==> src/hw/rtl/clamped_integer_entry_macros.svh <==
// Assertion macros shared by the clamped integer entry RTL.
`ifndef CLAMPED_INTEGER_ENTRY_MACROS_SVH
`define CLAMPED_INTEGER_ENTRY_MACROS_SVH
`ifndef ASSERT_OFF
// Same-cycle implication, sampled on clk, quiet while arst_n is low
`define CIE_ASSERT_SAME(lbl, ante, cons, msg) \
	lbl: assert property (@(posedge clk) disable iff (!arst_n) (ante) |-> (cons)) \
		else $error(msg);
// Next-cycle implication, sampled on clk, quiet while arst_n is low
`define CIE_ASSERT_NEXT(lbl, ante, cons, msg) \
	lbl: assert property (@(posedge clk) disable iff (!arst_n) (ante) |=> (cons)) \
		else $error(msg);
`else
`define CIE_ASSERT_SAME(lbl, ante, cons, msg)
`define CIE_ASSERT_NEXT(lbl, ante, cons, msg)
`endif
`endif

==> src/hw/rtl/cie_pkg.sv <==
// Shared types, operation codes and character constants for the clamped integer entry.
`timescale 1ns / 1ps
`default_nettype none
package cie_pkg;

	localparam int VALUE_W = 32;
	localparam int STEP_W  = 31;
	localparam int OP_W    = 3;
	localparam int CHAR_W  = 8;
	localparam int CFG_IDX_W = 2;

	// Operation codes
	localparam logic [OP_W-1:0] OP_TEXT      = 3'd0;
	localparam logic [OP_W-1:0] OP_STEP_UP   = 3'd1;
	localparam logic [OP_W-1:0] OP_STEP_DOWN = 3'd2;
	localparam logic [OP_W-1:0] OP_SET       = 3'd3;
	localparam logic [OP_W-1:0] OP_SLIDER    = 3'd4;

	// Configuration register indexes
	localparam logic [CFG_IDX_W-1:0] REG_MIN_VALUE = 2'd0;
	localparam logic [CFG_IDX_W-1:0] REG_MAX_VALUE = 2'd1;
	localparam logic [CFG_IDX_W-1:0] REG_STEP_SIZE = 2'd2;

	// Character constants
	localparam logic [CHAR_W-1:0] CH_MINUS  = 8'h2D;
	localparam logic [CHAR_W-1:0] CH_HASH   = 8'h23;
	localparam logic [CHAR_W-1:0] CH_ZERO   = 8'h30;
	localparam logic [CHAR_W-1:0] CH_UPPER_X = 8'h58;
	localparam logic [CHAR_W-1:0] CASE_MASK = 8'hDF;
	localparam logic [CHAR_W-1:0] DEC_RADIX = 8'd10;

	// Bounds used when min >= max
	localparam logic signed [VALUE_W-1:0] FULL_LO = 32'sh8000_0000;
	localparam logic signed [VALUE_W-1:0] FULL_HI = 32'sh7FFF_FFFF;

	// Parser view handed to the value unit
	typedef struct packed {
		logic               done;
		logic [VALUE_W-1:0] word;
	} txt_t;

	// Outcome of one transaction
	typedef struct packed {
		logic                      emit;
		logic                      notify;
		logic signed [VALUE_W-1:0] value;
	} res_t;

endpackage
`default_nettype wire

==> src/hw/rtl/clamped_integer_entry.sv <==
// Clamped integer entry: transaction register, state, result register and checks.
//
// Holds one signed 32-bit value kept within [min_value, max_value] (full range when
// min_value >= max_value), driven by text characters, step up/down, direct set and
// slider position. One transaction is taken per clock cycle, back to back, unless the
// input side stalls: an accepted item is registered in the input register, where the
// parser and the value unit work on it against the held state in a single pass, and
// its result (if any) is registered in the output register as the item advances. Only the final
// character of a text and the non-text operations produce a result; codes five to
// seven are dropped. The input side stalls only while a result waits in the output
// register, is not taken in that cycle, and the item in the input register would
// produce another. Configuration writes are always ready and must be issued while
// the block is idle.
`timescale 1ns / 1ps
`default_nettype none
`include "clamped_integer_entry_macros.svh"
module clamped_integer_entry (
	input  wire logic                                clk,
	input  wire logic                                arst_n,
	// Input transactions
	input  wire logic                                in_valid,
	output logic                                     in_ready,
	input  wire logic [cie_pkg::OP_W-1:0]            operation,
	input  wire logic [cie_pkg::CHAR_W-1:0]          character,
	input  wire logic                                last_char,
	input  wire logic signed [cie_pkg::VALUE_W-1:0]  operand,
	// Result transactions
	output logic                                     out_valid,
	input  wire logic                                out_ready,
	output logic signed [cie_pkg::VALUE_W-1:0]       value,
	output logic                                     notify,
	// Configuration writes
	input  wire logic                                cfg_valid,
	output logic                                     cfg_ready,
	input  wire logic [cie_pkg::CFG_IDX_W-1:0]       cfg_index,
	input  wire logic [cie_pkg::VALUE_W-1:0]         cfg_data
);

	logic                                valid_s1;
	logic [cie_pkg::OP_W-1:0]            op_s1;
	logic [cie_pkg::CHAR_W-1:0]          char_s1;
	logic                                last_s1;
	logic signed [cie_pkg::VALUE_W-1:0]  operand_s1;

	logic signed [cie_pkg::VALUE_W-1:0]  min_q, max_q, held_q, value_q;
	logic [cie_pkg::STEP_W-1:0]          step_q;
	logic                                out_valid_q, notify_q;

	logic                                adv;
	logic                                parse_en;
	cie_pkg::txt_t                       txt;
	cie_pkg::res_t                       res;

	// Advance the held item unless its result would overwrite one still waiting
	assign adv      = valid_s1 && (!res.emit || !out_valid_q || out_ready);
	assign in_ready = !valid_s1 || adv;
	assign parse_en = adv && (op_s1 == cie_pkg::OP_TEXT);
	assign cfg_ready = 1'b1;

	assign out_valid = out_valid_q;
	assign value     = value_q;
	assign notify    = notify_q;

	// Input register valid flag
	always_ff @(posedge clk or negedge arst_n) begin
		if (!arst_n) begin
			valid_s1 <= 1'b0;
		end else if (in_ready) begin
			valid_s1 <= in_valid;
		end
	end

	// Input register payload
	always_ff @(posedge clk) begin
		if (in_valid && in_ready) begin
			op_s1      <= operation;
			char_s1    <= character;
			last_s1    <= last_char;
			operand_s1 <= operand;
		end
	end

	// Configuration registers
	always_ff @(posedge clk or negedge arst_n) begin
		if (!arst_n) begin
			min_q  <= cie_pkg::FULL_LO;
			max_q  <= cie_pkg::FULL_HI;
			step_q <= cie_pkg::STEP_W'(1);
		end else if (cfg_valid && cfg_ready) begin
			case (cfg_index)
				cie_pkg::REG_MIN_VALUE: min_q  <= $signed(cfg_data);
				cie_pkg::REG_MAX_VALUE: max_q  <= $signed(cfg_data);
				cie_pkg::REG_STEP_SIZE: step_q <= cfg_data[cie_pkg::STEP_W-1:0];
				default: begin
				end
			endcase
		end
	end

	cie_parser u_parser (
		.clk       (clk),
		.arst_n    (arst_n),
		.enable    (parse_en),
		.character (char_s1),
		.last_char (last_s1),
		.txt       (txt)
	);

	cie_value u_value (
		.operation (op_s1),
		.operand   (operand_s1),
		.held      (held_q),
		.min_value (min_q),
		.max_value (max_q),
		.step_size (step_q),
		.txt       (txt),
		.res       (res)
	);

	// Held value and result valid
	always_ff @(posedge clk or negedge arst_n) begin
		if (!arst_n) begin
			held_q      <= '0;
			out_valid_q <= 1'b0;
		end else begin
			if (adv && res.emit) begin
				held_q      <= res.value;
				out_valid_q <= 1'b1;
			end else if (out_ready) begin
				out_valid_q <= 1'b0;
			end
		end
	end

	// Result payload
	always_ff @(posedge clk) begin
		if (adv && res.emit) begin
			value_q  <= res.value;
			notify_q <= res.notify;
		end
	end

	// Checks
	`CIE_ASSERT_NEXT(a_held_only_on_result, !(adv && res.emit), $stable(held_q),
		"held value changed without a result")
	`CIE_ASSERT_SAME(a_no_overwrite, valid_s1 && !adv, !in_ready,
		"input accepted while the held item is stalled")
	`CIE_ASSERT_NEXT(a_result_matches_held, adv && res.emit, out_valid && (value == held_q),
		"result register disagrees with held value")

endmodule
`default_nettype wire

==> src/hw/rtl/cie_parser.sv <==
// Text parser: sign, hex or decimal digits, wrapping accumulator.
`timescale 1ns / 1ps
`default_nettype none
module cie_parser (
	input  wire logic                         clk,
	input  wire logic                         arst_n,
	input  wire logic                         enable,
	input  wire logic [cie_pkg::CHAR_W-1:0]   character,
	input  wire logic                         last_char,
	output cie_pkg::txt_t                     txt
);

	typedef enum logic [2:0] {
		PH_START,
		PH_MINUS,
		PH_ZERO,
		PH_HEX,
		PH_DEC,
		PH_STOP
	} phase_t;

	phase_t                         phase_q, phase_d;
	logic [cie_pkg::VALUE_W-1:0]    acc_q, acc_d;
	logic                           neg_q, neg_d;

	logic [cie_pkg::CHAR_W-1:0]     dec_x;
	logic                           dec_ok;
	logic [cie_pkg::VALUE_W-1:0]    acc_dec;
	logic [cie_pkg::VALUE_W-1:0]    acc_hex;
	logic                           hex_ok;
	logic [3:0]                     hex_val;
	logic                           lead;

	// Decimal digit: times ten as two shifts plus the digit
	assign dec_x   = character ^ cie_pkg::CH_ZERO;
	assign dec_ok  = dec_x < cie_pkg::DEC_RADIX;
	assign acc_dec = (acc_q << 3) + (acc_q << 1)
		+ {{(cie_pkg::VALUE_W-4){1'b0}}, dec_x[3:0]};

	// Hex digit decode
	always_comb begin
		hex_ok  = 1'b1;
		hex_val = 4'd0;
		if (character >= 8'h30 && character <= 8'h39) begin
			hex_val = 4'(character - 8'h30);
		end else if (character >= 8'h61 && character <= 8'h66) begin
			hex_val = 4'(character - 8'h57);
		end else if (character >= 8'h41 && character <= 8'h46) begin
			hex_val = 4'(character - 8'h37);
		end else begin
			hex_ok  = 1'b0;
		end
	end
	assign acc_hex = {acc_q[cie_pkg::VALUE_W-5:0], hex_val};

	// First character after an optional minus sign
	assign lead = (phase_q == PH_MINUS)
		|| (phase_q == PH_START && character != cie_pkg::CH_MINUS);

	// Next parser state
	always_comb begin
		phase_d = phase_q;
		acc_d   = acc_q;
		neg_d   = neg_q;
		case (phase_q)
			PH_START, PH_MINUS: begin
				if (!lead) begin
					neg_d   = 1'b1;
					phase_d = PH_MINUS;
				end else if (character == cie_pkg::CH_HASH) begin
					phase_d = PH_HEX;
				end else if (character == cie_pkg::CH_ZERO) begin
					phase_d = PH_ZERO;
				end else if (dec_ok) begin
					acc_d   = acc_dec;
					phase_d = PH_DEC;
				end else begin
					phase_d = PH_STOP;
				end
			end
			PH_ZERO: begin
				if ((character & cie_pkg::CASE_MASK) == cie_pkg::CH_UPPER_X) begin
					phase_d = PH_HEX;
				end else if (dec_ok) begin
					acc_d   = acc_dec;
					phase_d = PH_DEC;
				end else begin
					phase_d = PH_STOP;
				end
			end
			PH_HEX: begin
				if (hex_ok) begin
					acc_d = acc_hex;
				end else begin
					phase_d = PH_STOP;
				end
			end
			PH_DEC: begin
				if (dec_ok) begin
					acc_d = acc_dec;
				end else begin
					phase_d = PH_STOP;
				end
			end
			default: begin
			end
		endcase
	end

	// Finished word, negated when a minus sign was seen
	assign txt.done = last_char;
	assign txt.word = neg_d ? (~acc_d + 32'd1) : acc_d;

	// Hold parser state; return to start of text after the last character
	always_ff @(posedge clk or negedge arst_n) begin
		if (!arst_n) begin
			phase_q <= PH_START;
			acc_q   <= '0;
			neg_q   <= 1'b0;
		end else if (enable) begin
			if (last_char) begin
				phase_q <= PH_START;
				acc_q   <= '0;
				neg_q   <= 1'b0;
			end else begin
				phase_q <= phase_d;
				acc_q   <= acc_d;
				neg_q   <= neg_d;
			end
		end
	end

endmodule
`default_nettype wire

==> src/hw/rtl/cie_value.sv <==
// Value unit: steps, set, slider and text result, clamped to the bounds.
`timescale 1ns / 1ps
`default_nettype none
module cie_value (
	input  wire logic [cie_pkg::OP_W-1:0]           operation,
	input  wire logic signed [cie_pkg::VALUE_W-1:0] operand,
	input  wire logic signed [cie_pkg::VALUE_W-1:0] held,
	input  wire logic signed [cie_pkg::VALUE_W-1:0] min_value,
	input  wire logic signed [cie_pkg::VALUE_W-1:0] max_value,
	input  wire logic [cie_pkg::STEP_W-1:0]         step_size,
	input  cie_pkg::txt_t                           txt,
	output cie_pkg::res_t                           res
);

	logic                              full;
	logic signed [cie_pkg::VALUE_W-1:0] lo, hi;
	logic signed [cie_pkg::VALUE_W:0]   lo_x, hi_x, held_x, step_x;
	logic signed [cie_pkg::VALUE_W:0]   up_sum, down_sum, slide_sum;
	logic signed [cie_pkg::VALUE_W-1:0] v;
	logic                               may_notify;

	function automatic logic signed [cie_pkg::VALUE_W-1:0] clamp_to(
		input logic signed [cie_pkg::VALUE_W:0]   x,
		input logic signed [cie_pkg::VALUE_W-1:0] lower,
		input logic signed [cie_pkg::VALUE_W-1:0] upper
	);
		logic signed [cie_pkg::VALUE_W-1:0] r;
		if (x > $signed({upper[cie_pkg::VALUE_W-1], upper})) begin
			r = upper;
		end else if (x < $signed({lower[cie_pkg::VALUE_W-1], lower})) begin
			r = lower;
		end else begin
			r = x[cie_pkg::VALUE_W-1:0];
		end
		return r;
	endfunction

	// Effective bounds: full range when min >= max
	assign full = min_value >= max_value;
	assign lo   = full ? cie_pkg::FULL_LO : min_value;
	assign hi   = full ? cie_pkg::FULL_HI : max_value;

	// Widened operands so sums never overflow
	assign lo_x      = $signed({lo[cie_pkg::VALUE_W-1], lo});
	assign hi_x      = $signed({hi[cie_pkg::VALUE_W-1], hi});
	assign held_x    = $signed({held[cie_pkg::VALUE_W-1], held});
	assign step_x    = $signed({2'b00, step_size});
	assign up_sum    = held_x + step_x;
	assign down_sum  = held_x - step_x;
	assign slide_sum = lo_x + $signed({operand[cie_pkg::VALUE_W-1], operand});

	// Select the new value per operation
	always_comb begin
		v          = held;
		may_notify = 1'b1;
		res.emit   = 1'b1;
		case (operation)
			cie_pkg::OP_TEXT: begin
				res.emit = txt.done;
				v = clamp_to($signed({txt.word[cie_pkg::VALUE_W-1], txt.word}), lo, hi);
			end
			cie_pkg::OP_STEP_UP: begin
				v = (up_sum > hi_x) ? hi : up_sum[cie_pkg::VALUE_W-1:0];
			end
			cie_pkg::OP_STEP_DOWN: begin
				v = (down_sum < lo_x) ? lo : down_sum[cie_pkg::VALUE_W-1:0];
			end
			cie_pkg::OP_SET: begin
				may_notify = 1'b0;
				v = clamp_to($signed({operand[cie_pkg::VALUE_W-1], operand}), lo, hi);
			end
			cie_pkg::OP_SLIDER: begin
				v = clamp_to(slide_sum, lo, hi);
			end
			default: begin
				res.emit = 1'b0;
			end
		endcase
		res.value  = v;
		res.notify = may_notify && (v != held);
	end

endmodule
`default_nettype wire
==> config.mk <==
export PLATFORM = sky130hd
export DESIGN_NAME = clamped_integer_entry
export DESIGN_NICKNAME = d
export VERILOG_FILES = /design/src/hw/rtl/cie_pkg.sv /design/src/hw/rtl/clamped_integer_entry.sv /design/src/hw/rtl/cie_parser.sv /design/src/hw/rtl/cie_value.sv
export VERILOG_INCLUDE_DIRS = /design/src /design/src/hw/rtl
export SDC_FILE = /design/constraint.sdc
export NUM_CORES = 1
export LEC_CHECK = 0
export BUFFER_PORTS_ARGS = -buffer_cell sky130_fd_sc_hd__buf_2
export CORE_MARGIN = 4
export CORE_UTILIZATION = 50
export CTS_BUF_LIST = sky130_fd_sc_hd__clkbuf_8
export DETAILED_ROUTE_END_ITERATION = 12
export HOLD_SLACK_MARGIN = 0.05
export PLACE_DENSITY = 0.7
export SYNTH_ARGS = -nofsm -noshare
export SYNTH_HDL_FRONTEND = slang
export SYNTH_HIERARCHICAL = 1
export SYNTH_SLANG_ARGS = --single-unit
==> constraint.sdc <==
create_clock -name clk -period 27.2 [get_ports clk]
set_input_delay 1.36 -clock clk [delete_from_list [all_inputs] [get_ports clk]]
set_output_delay 1.36 -clock clk [all_outputs]
set_load 0.05 [all_outputs]
## After elaboration in Yosys (flattened, before gate mapping)

Cells that the tools add are included.

- Bits of input ports: 83
- Register bits: 242
- Output and inout bits: 36

- Reductions and logical operators: 27
- Add/sub/neg operators: 9
- Bitwise logic cells: 2
- Magnitude comparators: 16
- Equality and inequality tests: 17
- Mux-type cells: 42

Operators with widths:

| kind | count |
|---|---|
| 2-to-1 mux 32 bit | 18 |
| one-hot mux 32 bit (5 select lines) | 1 |
| one-hot mux 32 bit (4 select lines) | 1 |
| adder 32 x 32 -> 33 bit | 2 |
| > comparator 33 x 32 -> 1 bit | 2 |
| < comparator 33 x 32 -> 1 bit | 2 |
| > comparator 32 bit | 2 |
| < comparator 32 bit | 2 |
| subtractor 32 x 32 -> 33 bit | 1 |
| adder 32 x 1 -> 32 bit, second input constant | 1 |
| adder 32 bit | 1 |
| adder 32 x 4 -> 32 bit | 1 |
| >= comparator 32 bit | 1 |
| inequality test 32 bit | 1 |
| inverter 32 bit | 1 |
| 2-to-1 mux 3 bit | 7 |
| equality test 8 x 6 -> 1 bit, second input constant | 2 |
| >= comparator 8 x 7 -> 1 bit, second input constant | 2 |
| less-or-equal comparator 8 x 7 -> 1 bit, second input constant | 2 |
| equality test 3 x 2 -> 1 bit, second input constant | 4 |
| 2-to-1 mux 4 bit | 3 |
| one-hot mux 3 bit (4 select lines) | 1 |
| 2-to-1 mux 1 bit | 10 |
| logical AND 1 bit | 9 |
| other kinds (24) | 36 |

## Longest topological paths before layout

- Depth in word-level cells: 16
- Mapped depth: 44
- Gate-level depth less buffers: 38

## Cells and area by module

Netlist, hierarchy kept.

Modules (own cells, without submodules):

| module | cells each | seq. area each (um2) | area an instance (um2) | times used |
|---|---|---|---|---|
| cie_value | 2541 | 0.0 | 17285.3 | 1 |
| clamped_integer_entry | 359 | 5581.6 | 7231.9 | 1 |
| cie_parser | 665 | 900.9 | 5492.8 | 1 |

## Least setup slack after synthesis

No wires, ideal clock.

- Path type: register to register
- Start: reg max_q[15] in the netlist's numbering
- End: reg notify_q (netlist: notify), data pin
- Library setup time: 0.259 ns
- Cell stages (with the launch flop): 40
- Arrival: 9.164 ns
- Path slack: 17.777 ns
- Data required time: 26.941 ns
- Cells stage by stage: dfstp_2 > inv_1 > ha_1 > a21oi_1 > o21ai_0 > a21o_1 > o31a_2 > nor3_2 > buf_6 > clkbuf_1 > buf_1 > nand2_1 > ha_1 > clkbuf_1 > nor2_1 > a21oi_1 > nor2_1 > a21o_1 > [4 not listed] > o41a_1 > a221oi_1 > xor2_1 > ha_1 > nand4_1 > nor2_1 > nand4_1 > or4_1 > a211oi_2 > o221a_1 > buf_6 > nor2_4 > a221o_1 > a211o_1 > xor2_1 > or4_1 > or4_1 > o31a_1

RTL lines:

| what | RTL line | source |
|---|---|---|
| from (decl) | clamped_integer_entry.sv:45 | `logic signed [cie_pkg::VALUE_W-1:0] min_q, max_q, held_q, value_q;` |
| from (signal assigned) | clamped_integer_entry.sv:87 | `max_q <= cie_pkg::FULL_HI;` |
| from (signal assigned) | clamped_integer_entry.sv:92 | `cie_pkg::REG_MAX_VALUE: max_q <= $signed(cfg_data);` |
| to (signal assigned) | clamped_integer_entry.sv:139 | `notify_q <= res.notify;` |
| to (decl) | clamped_integer_entry.sv:47 | `logic out_valid_q, notify_q;` |

==> reports/results.ini <==
[route]
viasPerCell = 6.79
drc = 0
dr_total_vias = 30400
first_pass_iters = 9
wl_per_cell_um = 28.4
routed_wl_um = 127000
antenna_left = 0
drt_iter0_drc = 3912

[floorplanning]
die_y_um = 253
rows = 89
core_um2 = 59200
start_util_pct = 50.7
die_area_um2 = 64000
die_x_um = 253
io-pin-count = 119

[clock_tree]
numCtsBuffers = 48
cts_max_level = 2
cts-root-buf = clkbuf_8
cts.sinks = 242
cts_resized = 0
clockBufferDepth = 3
hold_buffers = 0
cts_tree = done
clk_latency_ns = 0.69
postCtsSetupBuffers = 0
clk_pin_slew_ns = 0.07

[timing]
setup_viol = 0
rsz0062_at_grt = no
timing.fmax_ghz = 0.0818
finClkSkew_ns = 0.0504
hold_violations = 0
worst_pin_slew_ns = 1.26
min_period_over_period_pct = 44.9
slew_headroom_pct = 15.8
finalSetupTns_ns = 0
min_period_ns = 12.22
drv_slew = 0

[cells_and_area]
drive_gt1_share_pct = 14.5
final_cells = 4476
areaGrowthSynthToFinish_pct = 8.38
nNetsFinal = 4172
nFillCells = 5620
multiInputGateArea_um2 = 22000
seq_area_um2 = 6480

[logic_synthesis]
synthArstFlopShare_pct = 68.2
synthesis.nets = 4083
syn_inst = 3565
ys_seq_area_share_pct = 21.6
yosysWarnings = 6
synth.distinct_cells = 131
synth_top_cell_by_area = ha_1
ys.flop_type = dfrtp_1
avgSynthCellArea_um2 = 8.42
synth_edf_count = 77
synth_top_area_share_pct = 17.9
synth_area_leaders = ha_1, dfrtp_1, edfxtp_1
ys_ff_latch = 242
syn_area_um2 = 30000

[worst_setup_path]
reg2reg_depth = 33
r2r_end = notify$_DFFE_PP_
path_class = reg2reg
crit_arrival_ns = 12.65
crit_cells = 33
worst-path-buf-inv = 1
crit_path_end_kind = register
required_ns = 27.63
timing.critical_path.to = notify$_DFFE_PP_
worst_path_largest_cell_delay_ns = 0.94
r2r_start = min_q[31]$_DFFE_PN1P_
crit_path_start_kind = register
cp-startpoint = min_q[31]$_DFFE_PN1P_
path_max_fanout = 20
cp_top_family = compound AO/OA/AOI/OAI gates
r2r_slack_ns = 14.98
slowest_stage = a2111oi_0

[grt]
grt_pass1_wl_um = 183000
antenna_found_initial = 6
track_usage_pct = 38.1
grt_pass1_vias = 27400
grt_overflow = 0
grt_max_degree = 66

[outcome]
status = complete, no violations

[pwr]
p_per_area_nw_per_um2 = 138
p_total_mw = 4.50
cellLeakagePower_nw = 14.4
ir_drop_uv = 76.7

[place]
gp_routability_congestion = 1.04
dpl.cell_count = 4377
port_buffers = 117
dp_hpwl_um = 100000

[min_path]
hold_path.class = reg2reg
timing.hold.worst.start = u_parser/acc_q[31]$_DFFE_PN0P_

[run]
drv_cap = 0

[registers in the layout (all words and copies together) (netlist names)]
register,flops
char_s1,8
min_q,32
u_parser/neg_q,1
last_s1,1
operand_s1,32
op_s1,3
u_parser/acc_q,32
notify,1
max_q,32
valid_s1,1
step_q,31
u_parser/phase_q,3
held_q,32
out_valid,1
value,32
[cells in the final DEF (no fill, tap or decap), types with 20 or more instances in the layout]
master / n
a21o_1: 73
buf_2: 116
nor2_1: 286
dfrtp_1: 132
nand3_1: 71
and2_1: 23
edfxtp_1: 77
mux2_2: 141
nor3_1: 104
dfstp_2: 33
o21bai_1: 29
a211oi_1: 63
a21oi_1: 303
nor2b_1: 30
a31oi_1: 48
o21ai_0: 165
buf_4: 75
xor2_1: 29
o31ai_1: 31
xnor2_1: 92
o211ai_1: 64
o21a_1: 35
mux2i_1: 32
nor4_1: 27
nand2b_1: 28
ha_1: 430
clkbuf_8: 51
or3_1: 31
nand2_1: 245
o2bb2ai_1: 20
inv_1: 231
nand4_1: 56
and3_1: 27
a211o_1: 22
[layer usage]
metal	share of wire [%]	routed length [µm]	global-route usage, %
met1	41	52300	51.8
met4	6.1	7810	19.5
met3	11	13900	9.39
met2	42	53000	56.2
met5	0.039	49	0
[worst min-delay path by stage]
stage | cells after the start | to | slack, ns
after floorplan | 1 | u_parser/acc_q[31]$_DFFE_PN0P_ | 0.47
after global placement | 1 | u_parser/acc_q[31]$_DFFE_PN0P_ | 0.50
after detailed placement | 1 | u_parser/acc_q[31]$_DFFE_PN0P_ | 0.50
after CTS | 1 | u_parser/acc_q[31]$_DFFE_PN0P_ | 0.52
after global routing | 1 | u_parser/acc_q[31]$_DFFE_PN0P_ | 0.56
final | 1 | u_parser/acc_q[31]$_DFFE_PN0P_ | 0.52
[synthesized netlist by cell type (17+ instances only)]
cell type / count
nor2_1: 287
or3_1: 31
a22o_1: 18
a21o_1: 73
and3_1: 27
dfstp_2: 33
a221oi_1: 19
nor2b_1: 31
nand2_1: 246
nor3_1: 104
inv_1: 219
buf_2: 25
mux2i_1: 32
ha_1: 430
o2bb2ai_1: 20
and2_1: 24
a31oi_1: 49
o21a_1: 35
clkbuf_1: 89
edfxtp_1: 77
mux2_2: 141
o21ai_0: 165
a211oi_1: 63
dfrtp_1: 132
xnor2_1: 92
o21bai_1: 29
nand4_1: 56
a2111oi_0: 19
xor2_1: 29
o31ai_1: 31
nor4_1: 27
a221o_1: 18
o211ai_1: 64
nand3_1: 72
nand2b_1: 28
o2111ai_1: 17
a21oi_1: 305
o221ai_1: 18
a211o_1: 22
[worst reg2reg max path: cells and delay by family (launching register included)]
family | cells | cell delay, ns
adder cells (fa/ha/maj) | 3 | 1.22
AND/OR/NAND/NOR | 15 | 4.14
flip-flops | 1 | 0.54
XOR/XNOR | 1 | 0.22
AO/OA/AOI/OAI | 13 | 5.60
buffers and inverters | 1 | 0.25
[metrics by stage]
stage	hold slack [ns]	util, %	worst slack [ns]	cell area (µm²)
4_1_cts	0.516	54.9	15.53	32500
5_1_grt	0.555	54.9	14.43	32500
2_1_floorplan	0.473	-	17.78	30000
6_report	0.517	54.9	14.98	32500
3_3_place_gp	0.500	53.1	15.67	31400
3_5_place_dp	0.502	53.1	15.58	31400
[cells by family (layout without fill, tap and decap cells)]
kind of cell | Yosys count | after routing | share of synthesized area (%)
muxes | 178 | 178 | 6.56
AOI/OAI and AO/OA | 1172 | 1172 | 27.2
other | 1 | 10 | 0.0125
buffers and inverters | 375 | 504 | 5.27
adders and majority gates | 440 | 440 | 18.4
and+or+nand+nor | 1036 | 1036 | 17.4
xor gates and xnor gates | 121 | 121 | 3.53
DFF | 242 | 242 | 21.6
[area by class of cell]
| type | instances | share of cell area (%) |
|---|---|---|
| tap | 773 | 2.97 |
| sequential | 242 | 19.9 |
| timing repair buffer | 192 | 3.55 |
| multi-input combinational | 2948 | 67.6 |
| antenna | 9 | 0.0692 |
| inverter | 222 | 2.56 |
| clock inverter | 39 | 1.12 |
| clock buffer | 51 | 2.16 |
[where the power goes]
| part | internal [mW] | switching [mW] |
|---|---|---|
| Sequential | 0.473 | 0.118 |
| Combinational | 1.16 | 2.32 |
| Clock | 0.242 | 0.190 |
No activity file was read; power rests on OpenSTA's default activity.
